<file path="config.mk">
export PLATFORM = sky130hd
export DESIGN_NAME = mfd_sequencer
export DESIGN_NICKNAME = d
export VERILOG_FILES = /design/src/hdl/mfd_pkg.sv /design/src/hdl/mfd_sequencer.sv
export SDC_FILE = /design/constraint.sdc
export NUM_CORES = 1
export LEC_CHECK = 0
export BUFFER_PORTS_ARGS = -buffer_cell sky130_fd_sc_hd__buf_2
export CAP_MARGIN = 20
export CORE_MARGIN = 4
export CORE_UTILIZATION = 45
export CTS_BUF_LIST = sky130_fd_sc_hd__clkbuf_4
export CTS_CLUSTER_DIAMETER = 150
export DETAILED_ROUTE_END_ITERATION = 12
export PLACE_DENSITY = 0.75
export SLEW_MARGIN = 20
export SYNTH_ARGS = -nofsm -noshare
export SYNTH_HDL_FRONTEND = slang
export SYNTH_SLANG_ARGS = --single-unit
</file>
<file path="constraint.sdc">
create_clock -name clk -period 2.7 [get_ports clk]
set_input_delay 0.135 -clock clk [delete_from_list [all_inputs] [get_ports clk]]
set_output_delay 0.135 -clock clk [all_outputs]
set_load 0.01 [all_outputs]
</file>
<file path="src/hdl/mfd_pkg.sv">
`timescale 1ns / 1ps

package mfd_pkg;

    localparam int MOTORS_DEFAULT = 8;

    localparam int CFG_IDX_W  = 3;
    localparam int CFG_DATA_W = 24;

    localparam logic [CFG_IDX_W-1:0] CFG_CNT_COEF = 3'd0;
    localparam logic [CFG_IDX_W-1:0] CFG_SPEED_W  = 3'd1;
    localparam logic [CFG_IDX_W-1:0] CFG_CUR_W    = 3'd2;
    localparam logic [CFG_IDX_W-1:0] CFG_DEG_COEF = 3'd3;
    localparam logic [CFG_IDX_W-1:0] CFG_RAD_COEF = 3'd4;

    localparam logic [23:0] CNT_COEF_RST = 24'd737280;
    localparam logic [15:0] SPEED_W_RST  = 16'd32768;
    localparam logic [15:0] CUR_W_RST    = 16'd32768;
    localparam logic [23:0] DEG_COEF_RST = 24'd393216;
    localparam logic [23:0] RAD_COEF_RST = 24'd6863;

    localparam int A_W    = 33;
    localparam int B_W    = 26;
    localparam int PROD_W = A_W + B_W;

    localparam logic [3:0]          MIN_FRAME  = 4'd7;
    localparam logic [16:0]         ONE_Q15    = 17'd32768;
    localparam logic signed [16:0]  WRAP_POS   = 17'sd4096;
    localparam logic signed [16:0]  WRAP_NEG   = -17'sd4096;
    localparam logic signed [B_W-1:0] TURN_Q16 = 26'sd23592960;

    localparam int STEP_W = 4;
    localparam logic [STEP_W-1:0] STEP_DROP = 4'd14;

    typedef struct packed {
        logic [2:0]         motor_index;
        logic [3:0]         frame_len;
        logic [15:0]        encoder_raw;
        logic signed [15:0] speed_rpm;
        logic signed [15:0] current_raw;
        logic [7:0]         temp_raw;
    } in_item_t;

    typedef struct packed {
        logic [2:0]         motor_echo;
        logic [15:0]        encoder_count;
        logic signed [31:0] single_turn_angle;
        logic signed [31:0] speed_degps;
        logic signed [31:0] speed_radps;
        logic signed [15:0] smoothed_current;
        logic [7:0]         temperature;
        logic signed [31:0] turn_count;
        logic signed [63:0] multi_turn_angle;
    } out_item_t;

    typedef struct packed {
        logic [23:0] cnt_coef;
        logic [15:0] speed_w;
        logic [15:0] cur_w;
        logic [23:0] deg_coef;
        logic [23:0] rad_coef;
    } cfg_t;

    typedef enum logic [3:0] {
        A_ZERO,
        A_ECD,
        A_RPM,
        A_OLD_DEG,
        A_OLD_RAD,
        A_OLD_CUR,
        A_SMP_DEG,
        A_SMP_RAD,
        A_CUR,
        A_TURNS,
        A_ANGLE
    } mul_a_t;

    typedef enum logic [3:0] {
        B_ONE,
        B_CNT_COEF,
        B_DEG_COEF,
        B_RAD_COEF,
        B_WS_NEW,
        B_WS_OLD,
        B_WC_NEW,
        B_WC_OLD,
        B_TURN_Q16
    } mul_b_t;

    typedef enum logic [1:0] {
        ACC_KEEP,
        ACC_LOAD,
        ACC_ADD
    } acc_op_t;

    typedef enum logic [2:0] {
        ST_NONE,
        ST_ANGLE,
        ST_SMP_DEG,
        ST_SMP_RAD,
        ST_DEG,
        ST_RAD,
        ST_CUR
    } store_t;

    typedef enum logic {
        JMP_NONE,
        JMP_BAD
    } jmp_t;

    typedef enum logic [1:0] {
        FIN_NONE,
        FIN_EMIT,
        FIN_DROP
    } fin_t;

    typedef enum logic {
        SEQ_IDLE,
        SEQ_RUN
    } seq_state_t;

    typedef struct packed {
        mul_a_t             mul_a;
        mul_b_t             mul_b;
        acc_op_t            acc_op;
        store_t             store;
        logic               turn_upd;
        jmp_t               jmp;
        logic [STEP_W-1:0]  jmp_tgt;
        fin_t               fin;
    } ucode_t;

    typedef struct packed {
        logic   exec;
        ucode_t uc;
    } ctl_t;

    typedef struct packed {
        logic bad;
        logic out_free;
    } dp_stat_t;

    // The multiplier result of one step is accumulated in the next step.
    function automatic ucode_t ucode_rom(input logic [STEP_W-1:0] step);
        ucode_t uc;
        uc.mul_a    = A_ZERO;
        uc.mul_b    = B_ONE;
        uc.acc_op   = ACC_KEEP;
        uc.store    = ST_NONE;
        uc.turn_upd = 1'b0;
        uc.jmp      = JMP_NONE;
        uc.jmp_tgt  = '0;
        uc.fin      = FIN_NONE;
        case (step)
            4'd0:
            begin
                uc.jmp     = JMP_BAD;
                uc.jmp_tgt = STEP_DROP;
            end
            4'd1:
            begin
                uc.turn_upd = 1'b1;
                uc.mul_a    = A_ECD;
                uc.mul_b    = B_CNT_COEF;
            end
            4'd2:
            begin
                uc.acc_op = ACC_LOAD;
                uc.mul_a  = A_RPM;
                uc.mul_b  = B_DEG_COEF;
            end
            4'd3:
            begin
                uc.store  = ST_ANGLE;
                uc.acc_op = ACC_LOAD;
                uc.mul_a  = A_RPM;
                uc.mul_b  = B_RAD_COEF;
            end
            4'd4:
            begin
                uc.store  = ST_SMP_DEG;
                uc.acc_op = ACC_LOAD;
                uc.mul_a  = A_OLD_DEG;
                uc.mul_b  = B_WS_OLD;
            end
            4'd5:
            begin
                uc.store  = ST_SMP_RAD;
                uc.acc_op = ACC_LOAD;
                uc.mul_a  = A_SMP_DEG;
                uc.mul_b  = B_WS_NEW;
            end
            4'd6:
            begin
                uc.acc_op = ACC_ADD;
                uc.mul_a  = A_OLD_RAD;
                uc.mul_b  = B_WS_OLD;
            end
            4'd7:
            begin
                uc.store  = ST_DEG;
                uc.acc_op = ACC_LOAD;
                uc.mul_a  = A_SMP_RAD;
                uc.mul_b  = B_WS_NEW;
            end
            4'd8:
            begin
                uc.acc_op = ACC_ADD;
                uc.mul_a  = A_OLD_CUR;
                uc.mul_b  = B_WC_OLD;
            end
            4'd9:
            begin
                uc.store  = ST_RAD;
                uc.acc_op = ACC_LOAD;
                uc.mul_a  = A_CUR;
                uc.mul_b  = B_WC_NEW;
            end
            4'd10:
            begin
                uc.acc_op = ACC_ADD;
                uc.mul_a  = A_TURNS;
                uc.mul_b  = B_TURN_Q16;
            end
            4'd11:
            begin
                uc.store  = ST_CUR;
                uc.acc_op = ACC_LOAD;
                uc.mul_a  = A_ANGLE;
                uc.mul_b  = B_ONE;
            end
            4'd12:
            begin
                uc.acc_op = ACC_ADD;
            end
            4'd13:
            begin
                uc.fin = FIN_EMIT;
            end
            default:
            begin
                uc.fin = FIN_DROP;
            end
        endcase
        return uc;
    endfunction

endpackage

</file>
<file path="src/hdl/mfd_sequencer.sv">
`timescale 1ns / 1ps

module mfd_sequencer (
    input  logic             clk,
    input  logic             rst_n,
    input  logic             in_fire,
    input  mfd_pkg::dp_stat_t stat,
    output logic             idle,
    output mfd_pkg::ctl_t    ctl
);
    import mfd_pkg::*;

    seq_state_t        state_reg;
    seq_state_t        state_next;
    logic [STEP_W-1:0] step_reg;
    logic [STEP_W-1:0] step_next;
    ucode_t            uc;
    logic              exec;

    always_comb
    begin
        uc   = ucode_rom(step_reg);
        exec = (state_reg == SEQ_RUN) && !((uc.fin == FIN_EMIT) && !stat.out_free);
        idle = (state_reg == SEQ_IDLE);
        ctl.exec = exec;
        ctl.uc   = uc;
    end

    always_comb
    begin
        state_next = state_reg;
        step_next  = step_reg;
        case (state_reg)
            SEQ_IDLE:
            begin
                if (in_fire)
                begin
                    state_next = SEQ_RUN;
                    step_next  = '0;
                end
            end
            SEQ_RUN:
            begin
                if (exec)
                begin
                    if (uc.fin != FIN_NONE)
                    begin
                        state_next = SEQ_IDLE;
                    end
                    else if ((uc.jmp == JMP_BAD) && stat.bad)
                    begin
                        step_next = uc.jmp_tgt;
                    end
                    else
                    begin
                        step_next = step_reg + 1'b1;
                    end
                end
            end
            default:
            begin
                state_next = SEQ_IDLE;
            end
        endcase
    end

    always_ff @(posedge clk or negedge rst_n)
    begin
        if (!rst_n)
        begin
            state_reg <= SEQ_IDLE;
            step_reg  <= '0;
        end
        else
        begin
            state_reg <= state_next;
            step_reg  <= step_next;
        end
    end

endmodule

</file>
==> Word-level counts from Yosys, hierarchy flattened <==
Index checks and enable logic that the tools add are counted.
W data, S select, Z words.
{ "op_classes": {"n_eq_ne": 17, "reduce_logical": 11, "n_addsub": 1, "mux": 15, "n_bitwise": 1} }
{ "ops": {"columns": ["cell", "count"], "rows": [
  ["$pmux W8 S11", 1],
  ["$eq A4 B4 Y1 const B", 6],
  ["$pmux W3 S6", 1],
  ["$eq A4 B3 Y1 const B", 4],
  ["$mux W4", 4],
  ["$reduce_or A13 Y1", 1],
  ["$eq A4 B2 Y1 const B", 2],
  ["$pmux W2 S2", 2],
  ["$pmux W4 S2", 1],
  ["$reduce_or A7 Y1", 1],
  ["$mux W5", 1],
  ["$add A4 B1 Y4 const B", 1],
  ["$eq A4 B1 Y1 const B", 1],
  ["$logic_not A4 Y1", 1],
  ["$mux W1", 4],
  ["$ne A2 B2 Y1 const B", 2],
  ["$reduce_or A4 Y1", 1],
  ["$logic_and A1 B1 Y1", 3],
  ["$reduce_and A3 Y1", 1],
  ["$eq A2 B1 Y1 const B", 1],
  ["$logic_not A1 Y1", 2],
  ["$ne A2 B1 Y1 const B", 1],
  ["$pmux W1 S2", 1],
  ["$reduce_bool A2 Y1", 1],
  ["$not A1 Y1", 1]
]} }
{ "totals": {"output_inout_bits": 23, "input_bits": 5, "reg_bits": 5} }

==> Longest topological paths before layout <==
Gate-level depths: netlist (run 1).
{ "logic_depth": {"ltp_word": 9, "depth_mapped": 9, "ltp_nobuf": 7} }

==> Worst setup path before layout (run 1) <==
No wires, ideal clock.
{ "synth_path": {"path_kind": "register to register", "startpoint": "register step_reg[1]", "endpoint": "register state_reg", "path_slack_ps": 569, "arrival_time_ps": 2007, "path_buffers": 2, "period_less_slack_ps": 2131, "setup_time_ps": 124, "path_stages_with_launch": 10, "cell_sequence": "dfrtp_1 > inv_1 > ha_1 > clkbuf_1 > nor4b_1 > o21ai_0 > a211o_1 > and3_4 > buf_6 > a211o_1"} }
{ "synth_via": {"elab_chain_cells": 9, "elab_cells_between_ends": 24} }
{ "synth_lines": {"columns": ["item", "line", "rtl"], "rows": [
  ["start: declaration", "mfd_sequencer.sv:15", "logic [STEP_W-1:0] step_reg;"],
  ["start signal: assignment", "mfd_sequencer.sv:77", "step_reg <= step_next;"],
  ["$eq A4 B4 Y1, or another cell as far along", "mfd_pkg.sv:154", "case (step)"],
  ["$reduce_or A13 Y1 (no source line)", null, null],
  ["$pmux W2 S2 *", "mfd_pkg.sv:154", null],
  ["$eq A2 B1 Y1", "mfd_sequencer.sv:23", "exec = (state_reg == SEQ_RUN) && !((uc.fin == FIN_EMIT) && !stat.out_free);"],
  ["$logic_and A1 B1 Y1", "mfd_sequencer.sv:23", null],
  ["$logic_not A1 Y1", "mfd_sequencer.sv:23", null],
  ["$logic_and A1 B1 Y1", "mfd_sequencer.sv:23", null],
  ["$mux W1 *", "mfd_sequencer.sv:44", "if (exec)"],
  ["$pmux W1 S2 *", "mfd_sequencer.sv:33", "case (state_reg)"],
  ["net state_next", "mfd_sequencer.sv:14", "seq_state_t state_next;"],
  ["end signal: assignment", "mfd_sequencer.sv:76", "state_reg <= state_next;"],
  ["end: declaration", "mfd_sequencer.sv:13", "seq_state_t state_reg;"]
]} }
Mark *: on every way through the listed nets, which the timed path passes. The rest lies on a longest branch.
A chain may end at the register's enable or synchronous reset.

==> results of run 1 <==
==> worst min-delay path by stage <==
| stage | from | endpoint | slack, ps |
|---|---|---|---|
| after floorplan | rst_n | state_reg | -160 |
| after global placement | rst_n | step_reg[0] | -50 |
| final | in_fire | step_reg[1] | 220 |
| after detailed placement | rst_n | step_reg[0] | -40 |
| after global routing | rst_n | step_reg[0] | 240 |
| after CTS | in_fire | step_reg[1] | 220 |
==> metal layers <==
layer	global-route usage, %	up-vias
li1	-	382
met1	21.65	356
met3	2.256	2
met4	10.75	0
met2	23.75	34
met5	0	-
==> metrics by stage <==
step	instance area, µm²	setup WS [ps]	std cells	util (%)	hold WS (ps)
6_report	843.3	329.2	134	55.98	221.6
5_1_grt	843.3	192.3	134	55.98	240.1
4_1_cts	843.3	332.9	134	55.98	220.6
3_5_place_dp	803.3	451.6	129	53.32	-43.68
3_3_place_gp	803.3	543.0	129	53.32	-46.74
2_1_floorplan	714.4	568.8	98	-	-160.6
==> layout make-up <==
class	instances	area, µm²
inverter	5	18.77
fill	141	663.1
multi-input combinational	75	494.2
timing repair buffer	29	155.1
clock buffer	4	30.03
sequential	5	125.1
tap	16	20.02
==> Yosys cell counts <==
cell / instances / area, µm²
nor3_1: 4 / 20.02
and3_4: 1 / 11.26
clkbuf_1: 4 / 15.01
buf_4: 5 / 37.54
mux2i_1: 4 / 40.04
a211oi_1: 3 / 22.52
and2b_1: 1 / 7.510
a22o_1: 1 / 8.760
nor2b_1: 2 / 12.51
o21ai_0: 7 / 35.03
buf_1: 2 / 7.510
and3_1: 1 / 6.260
ha_1: 5 / 62.56
a21oi_1: 3 / 15.01
and2_1: 3 / 18.77
inv_1: 5 / 18.77
a311oi_2: 1 / 15.01
a211o_1: 3 / 26.28
nor4b_1: 1 / 8.760
o211a_1: 1 / 10.01
o31ai_2: 1 / 12.51
o21ai_1: 1 / 5.000
buf_6: 1 / 11.26
nand2b_1: 1 / 6.260
dfrtp_1: 5 / 125.1
nor4_1: 1 / 6.260
nor2_1: 11 / 41.29
o21bai_1: 1 / 7.510
nand4_1: 1 / 6.260
nand2_1: 9 / 33.78
nand3b_1: 1 / 7.510
xor2_1: 1 / 8.760
conb_1: 1 / 3.750
nand3_1: 1 / 5.000
or2_2: 1 / 6.260
o22a_1: 1 / 8.760
or3_1: 1 / 6.260
o31a_1: 1 / 8.760
buf_2: 1 / 5.000
==> critical path: stages, from the launching register on <==
cell	delay, ps
dfrtp_1	430
inv_1	120
ha_1	340
or3_1	400
a211o_1	350
and2b_1	220
buf_2	120
==> where the power goes <==
| part | total (mW) | internal [mW] | switching, mW |
|---|---|---|---|
| Clock | 0.0937 | 0.0657 | 0.0280 |
| Combinational | 1.06 | 0.463 | 0.601 |
| Sequential | 0.172 | 0.114 | 0.0588 |
| Total | 1.33 | 0.642 | 0.688 |
==> cell families (layout without fill, tap and decap cells) <==
logic type | after synthesis | count (layout) | share of synthesized area (%)
AOI/OAI and AO/OA | 24 | 24 | 24.52
other | 1 | 1 | 0.5249
xor gates and xnor gates | 1 | 1 | 1.226
and+or+nand+nor | 40 | 40 | 28.55
adders and majority gates | 5 | 5 | 8.757
DFF | 5 | 5 | 17.51
buffers and inverters | 18 | 38 | 13.31
muxes | 4 | 4 | 5.604
==> results.yml, run 1 <==
place:
  portBuffers: 26
  hpwl_um: 1369
  place_congestion: 0.8880
logic_synthesis:
  avgSynthCellArea_um2: 7.290
  yosys_warnings: 0
  synth_nets: 108
  postSynthCellCount: 98
  synth_area_um2: 714.4
  synth_seq_cells: 5
  ys_seq_area_share_pct: 17.51
  ys_types: 39
critical_path:
  critPathKind: "register to output port"
  cp.required_ps: 2570
  r2r-end: "state_reg"
  path_max_fanout: 11
  reg2regPathDepth: 6
  start_kind: "register"
  r2r_slack_ps: 430
  r2r_start: "step_reg[0]"
  critPathArrivalTime_ps: 2240
  end_kind: "output port"
  endpoint: "ctl[1]"
  startpoint: "step_reg[0]"
sta:
  fin_crit_ps: 2371
  fin_setup_tns_ps: 0
  hold_viol: 0
  skew_ps: 0.9870
  max_clock_freq_mhz: 421.8
  report.final.slew_viol_count: 0
  fin_crit_sh_pct: 87.81
  setup_viol: 0
  rsz0062_at_grt: "false"
global_routing:
  antenna_found_initial: 0
  grt-ovfl-total: 0
  grt_max_degree: 18
  track_usage_pct: 16.15
  first_global_vias: 614
  grt_pass1_wl_um: 2663
power:
  power.density_nw_per_um2: 1577
  p_leak_nw: 0.4645
  total_power_mw: 1.330
  ir_drop_v: 0.0008007
floorplan:
  core_area_um2: 1506
  ioPinCount: 28
  core.rowCount: 14
  die_area_um2: 2289
  fp.dieH_um: 47.85
  die_w_um: 47.85
  start_util_pct: 47.43
flow_run:
  maxCapViolations: 0
finish:
  layout_common_cells: "buf_2, nor2_1, nand2_1"
  syn2layout_area_growth_pct: 18.04
  antenna_cells: 0
  layout_commonest_cell: "buf_2"
  layout-drive-gt1-share_pct: 30.51
  fin_nets: 129
  largest_register_ffs: 4
drt:
  met1_length_um: 774
  first_iter_violations: 14
  avgViaCountPerCell: 5.776
  met2_length_um: 832
  firstDrtPassIters: 4
  vias: 774
  wl_met3_um: 154
  routed_wl_um: 1770
  routed.top_layer: "met4"
  drc: 0
  antenna_left: 0
  route.detailed.wl_per_inst_um: 13.21
cts:
  clk_pin_slew_ps: 40
  root_buffer: "clkbuf_4"
  clock_sinks: 5
  cts_made_buffers: 3
  clock_path_buffers: 2
  cts_setup_buffers: 0
  h-tree-depth: 1
  cts_tree: "built"
  insertion_delay_ps: 240
  hold_buffers: 1
  ctsResizeCount: 0
worst_hold_path:
  min_path_type: "input port to register"
  min_path_cells: 4
outcome:
  status: "finished, final reports clean"
(Power assumes the default switching activity.)
==> run 2, diff against run 1 <==
--- a/config.mk
+++ b/config.mk
@@ -13,6 +13,7 @@
 export CTS_CLUSTER_DIAMETER = 150
 export DETAILED_ROUTE_END_ITERATION = 12
 export PLACE_DENSITY = 0.75
+export SETUP_SLACK_MARGIN = 0.5
 export SLEW_MARGIN = 20
 export SYNTH_ARGS = -nofsm -noshare
 export SYNTH_HDL_FRONTEND = slang
==> run 2 against run 1 <==
First-iteration DRC count up 29%. Register-to-register slack better by 98 ps. Global-route usage up 0.76 points. Critical path type is now register to register.
==> results.yml, run 2 (same netlist as run 1, synthesis figures left out) <==
finish:
  syn2layout_area_growth_pct: 37.65
  fin_area_um2: 983.4
  fin_nets: 139
  post-route-util_pct: 65.28
  largest_register_ffs: 4
  num-fill-cells: 133
  layout_common_cells: "buf_2, nor2_1, buf_4"
  final_cells: 144
  antenna_cells: 0
  layout_commonest_cell: "buf_2"
  layout-drive-gt1-share_pct: 44.53
drt:
  firstDrtPassIters: 4
  drc: 0
  route.detailed.wl_per_inst_um: 13.79
  vias: 824
  routed_wl_um: 1986
  avgViaCountPerCell: 5.722
  antenna_left: 0
  first_iter_violations: 18
floorplan:
  die_w_um: 47.85
  ioPinCount: 28
  core.rowCount: 14
  core_area_um2: 1506
  fp.dieH_um: 47.85
  start_util_pct: 47.43
  die_area_um2: 2289
power:
  ir_drop_v: 0.0007551
  p_leak_nw: 0.5142
  power.density_nw_per_um2: 1589
critical_path:
  end_kind: "register"
  cp.required_ps: 2830
  r2r_start: "step_reg[0]"
  startpoint: "step_reg[0]"
  critPathKind: "register to register"
  path_max_fanout: 8
  critPathArrivalTime_ps: 2300
  start_kind: "register"
global_routing:
  grt-ovfl-total: 0
  first_global_vias: 662
  antenna_found_initial: 0
  grt_pass1_wl_um: 2801
  track_usage_pct: 16.91
  grt_max_degree: 18
sta:
  hold_viol: 0
  rsz0062_at_grt: "false"
  skew_ps: 2.542
  max_clock_freq_mhz: 460.5
  report.final.slew_viol_count: 0
  fin_crit_sh_pct: 80.43
  setup_viol: 0
  fin_setup_tns_ps: 0
  fin_crit_ps: 2172
worst_hold_path:
  min_path_type: "input port to register"
  hp-start: "in_fire"
cts:
  cts_tree: "built"
  h-tree-depth: 1
  clk_pin_slew_ps: 40
  root_buffer: "clkbuf_4"
  clock_path_buffers: 2
  insertion_delay_ps: 240
  clock_sinks: 5
  cts_made_buffers: 3
flow_run:
  maxCapViolations: 0
place:
  placed_cells: 129
  hpwl_um: 1369
  dpl-instance-area_um2: 803.3
  portBuffers: 26
  place_congestion: 0.8880
outcome:
  status: "finished, final reports clean"
-- run 2: cell count changes in the layout (fill, tap and decap cells not counted), moves of 2 or more --
cell	before	now
inv_1	5	3
buf_4	2	11
ha_4	0	3
ha_1	5	0
dfrtp_1	5	3
dfrtp_2	0	2
ha_2	0	2
-- run 2: report_power, final --
group / internal, mW / switching (mW)
Clock: 0.0658 / 0.0297
Sequential: 0.116 / 0.0604
Combinational: 0.609 / 0.682
-- run 2: per-stage QoR --
step	power, mW	hold slack, ps	worst slack, ps
after floorplan	0.9815	-160.6	568.8
after global placement	1.210	-46.74	543.0
after detailed placement	1.231	-43.68	451.6
after CTS	1.403	217.7	521.6
after global routing	1.697	238.6	458.5
final	1.563	215.3	528.3
-- run 2: worst max-delay path: stages, from the launching register on --
cell and delay (ps):
dfrtp_2 470, ha_4 220, nor4b_4 300, o21ai_1 90
a211o_1 350, buf_4 150, and3_4 200, a211o_1 270
-- run 2: path summary, 6_finish.rpt --
check | slack, ps | depth (start not counted) | end
setup / recovery | 530 | 7 | state_reg
hold / removal | 220 | 4 | step_reg[1]
setup reg to reg | 530 | 7 | state_reg
hold reg to reg | 580 | 1 | state_reg
max in group asynchronous | 2320 | 2 | step_reg[0]
min in group asynchronous | 230 | 2 | state_reg
-- run 2: layout make-up --
type / instances / area [µm²] / share of cell area, %
Tap cell: 16 / 20.02 / 2.036
Inverter: 5 / 21.27 / 2.163
Timing Repair Buffer: 39 / 227.7 / 23.16
Sequential cell: 5 / 127.6 / 12.98
Multi-Input combinational cell: 75 / 556.8 / 56.62
Clock buffer: 4 / 30.03 / 3.053
-- run 2: timing repair --
item	4_1_cts	5_1_grt
setup buffers	4	6
pin swaps	0	2
endpoints found under the hold margin	5	0
hold buffers	1	0
setup endpoints to repair	4	2
resized for setup	5	12
-- run 2: metal layers --
layer	part of all wire [%]	track usage [%]	up-vias	wire length, µm
met5	0	0	-	0
met4	1.6	11.83	0	31
met3	6.9	2.632	5	138
met2	50	25.33	33	996
met1	41	21.88	386	820
li1	-	-	400	-
==> run 3, diff against run 2 <==
--- a/config.mk
+++ b/config.mk
@@ -12,7 +12,7 @@
 export CTS_BUF_LIST = sky130_fd_sc_hd__clkbuf_4
 export CTS_CLUSTER_DIAMETER = 150
 export DETAILED_ROUTE_END_ITERATION = 12
-export PLACE_DENSITY = 0.75
+export PLACE_DENSITY = 0.78
 export SETUP_SLACK_MARGIN = 0.5
 export SLEW_MARGIN = 20
 export SYNTH_ARGS = -nofsm -noshare
==> constraint.sdc (replaced) <==
create_clock -name clk -period 1.79 [get_ports clk]
set_input_delay 0.0895 -clock clk [delete_from_list [all_inputs] [get_ports clk]]
set_output_delay 0.0895 -clock clk [all_outputs]
set_load 0.01 [all_outputs]
==> run 3 against run 2 <==
The flow now finishes with violations (negative setup slack). Clock-buffer cell count did not move. Sequential share of layout area fell by 3.7 points. Wire length grew 72%. Design area rose by 40%. Clock power up 56%. Fmax rose by 6.5%. Global-route usage increased by 5.8 points. Utilization is 26 points higher. First-iteration DRC count rose to 2.9 times the previous value. Total power rose by 120%. Final cell count increased by 15%. Sequential cell count unchanged. Largest cell class unchanged. Largest power group unchanged.
==> results.yml, run 3 (same netlist as run 1, synthesis figures left out) <==
outcome:
  status: "finished, violations left"
  violations: "negative setup slack"
global_routing:
  first_global_vias: 831
  track_usage_pct: 22.69
  grt_max_degree: 16
  grt-ovfl-total: 0
  grt_pass1_wl_um: 3657
  antenna_found_initial: 0
sta:
  rsz0062_at_grt: "true"
  fin_crit_sh_pct: 113.9
  fin_crit_ps: 2038
  setup_viol: 15
  fin_setup_tns_ps: -2040
  hold_viol: 0
  max_clock_freq_mhz: 490.6
  report.final.slew_viol_count: 0
  setup_ws_ps: -248.5
  skew_ps: 8.962
drt:
  antenna_left: 0
  drc: 0
  first_iter_violations: 52
  firstDrtPassIters: 4
  avgViaCountPerCell: 6.079
  route.detailed.wl_per_inst_um: 20.69
  routed_wl_um: 3414
  vias: 1003
critical_path:
  crit_buf_inv: 3
  critPathKind: "register to register"
  path_delay_family: "compound AO/OA/AOI/OAI gates"
  reg2regPathDepth: 9
  max_stage_delay_ps: 440
  startpoint: "step_reg[0]"
  cp.required_ps: 1930
  r2r_start: "step_reg[0]"
  crit_path_top_delay_cell: "dfrtp_2"
  path_max_fanout: 5
  critPathArrivalTime_ps: 2180
  end_kind: "register"
  start_kind: "register"
  cp_num_cells: 9
  crit_path_cell_trace: "inv_2, buf_6, ha_4, nor3_2, a211oi_2, a211o_1, buf_4, and3_4, a311oi_2"
floorplan:
  ioPinCount: 28
  start_util_pct: 47.43
  fp.dieH_um: 47.85
  core_area_um2: 1506
  core.rowCount: 14
  die_w_um: 47.85
  die_area_um2: 2289
cts:
  cts_tree: "built"
  root_buffer: "clkbuf_4"
  insertion_delay_ps: 250
  cts_made_buffers: 3
  h-tree-depth: 1
  clock_sinks: 5
  clk_pin_slew_ps: 50
  clock_path_buffers: 2
finish:
  layout-drive-gt1-share_pct: 65.77
  largest_register_ffs: 4
  antenna_cells: 0
  layout_common_cells: "buf_2, buf_6, buf_4"
  fin_nets: 160
  post-route-util_pct: 91.53
  final_cells: 165
  num-fill-cells: 55
  syn2layout_area_growth_pct: 92.99
  layout_commonest_cell: "buf_2"
place:
  place_congestion: 0.9005
  placed_cells: 148
  hpwl_um: 1634
  portBuffers: 26
power:
  total_power_mw: 3.507
  power.density_nw_per_um2: 2543
  ir_drop_v: 0.001648
  p_leak_nw: 0.6720
worst_hold_path:
  min_path_type: "input port to asynchronous set/reset pin"
flow_run:
  maxCapViolations: 0
[run 3: timing repair]
action                     in CTS  in global routing
pin swaps                       4                 11
hold endpoints to repair        5                  0
resized for setup              35                 25
hold buffers                    1                  0
setup buffers                   3                  9
setup endpoints to repair      26                 26
[run 3: power breakdown]
group,leakage [nW],switching (mW),internal [mW]
sequential,0.0593,0.0900,0.176
clock,0.0184,0.0492,0.0996
combinational,0.594,1.55,1.55
total,0.672,1.69,1.82
[run 3: layout make-up]
type / instances / area [µm²] / share of cell area [%]
Clock buffer: 4 / 30.03 / 2.178
Inverter: 5 / 21.27 / 1.543
Multi-Input combinational cell: 75 / 698.2 / 50.64
Sequential cell: 5 / 127.6 / 9.256
Tap cell: 16 / 20.02 / 1.452
Timing Repair Buffer: 60 / 481.7 / 34.94
[run 3: path summary, 6_finish.rpt]
check                         endpoint  slack (ps)
max in group asynchronous  step_reg[1]        1450
min in group clk           step_reg[1]         210
max reg2reg                step_reg[2]        -250
min                        step_reg[2]         180
max                        step_reg[2]        -250
min reg2reg                  state_reg         650
[run 3: routing by layer]
metal / track usage, % / share of wire [%]
met5: 0 / 0
met4: 13.44 / 3.8
met3: 3.759 / 7.3
met2: 37.73 / 53
met1: 27.07 / 36
[run 3: metrics by stage]
stage / cell area (µm²) / setup WS (ps) / hold WS, ps
3_5_place_dp: 992.2 / -157.8 / -90.89
2_1_floorplan: 788.3 / -182.1 / -206.1
6_report: 1379 / -248.5 / 184.6
5_1_grt: 1379 / -328.6 / 195.3
3_3_place_gp: 992.2 / -39.12 / -89.62
4_1_cts: 1196 / -156.7 / 177.5
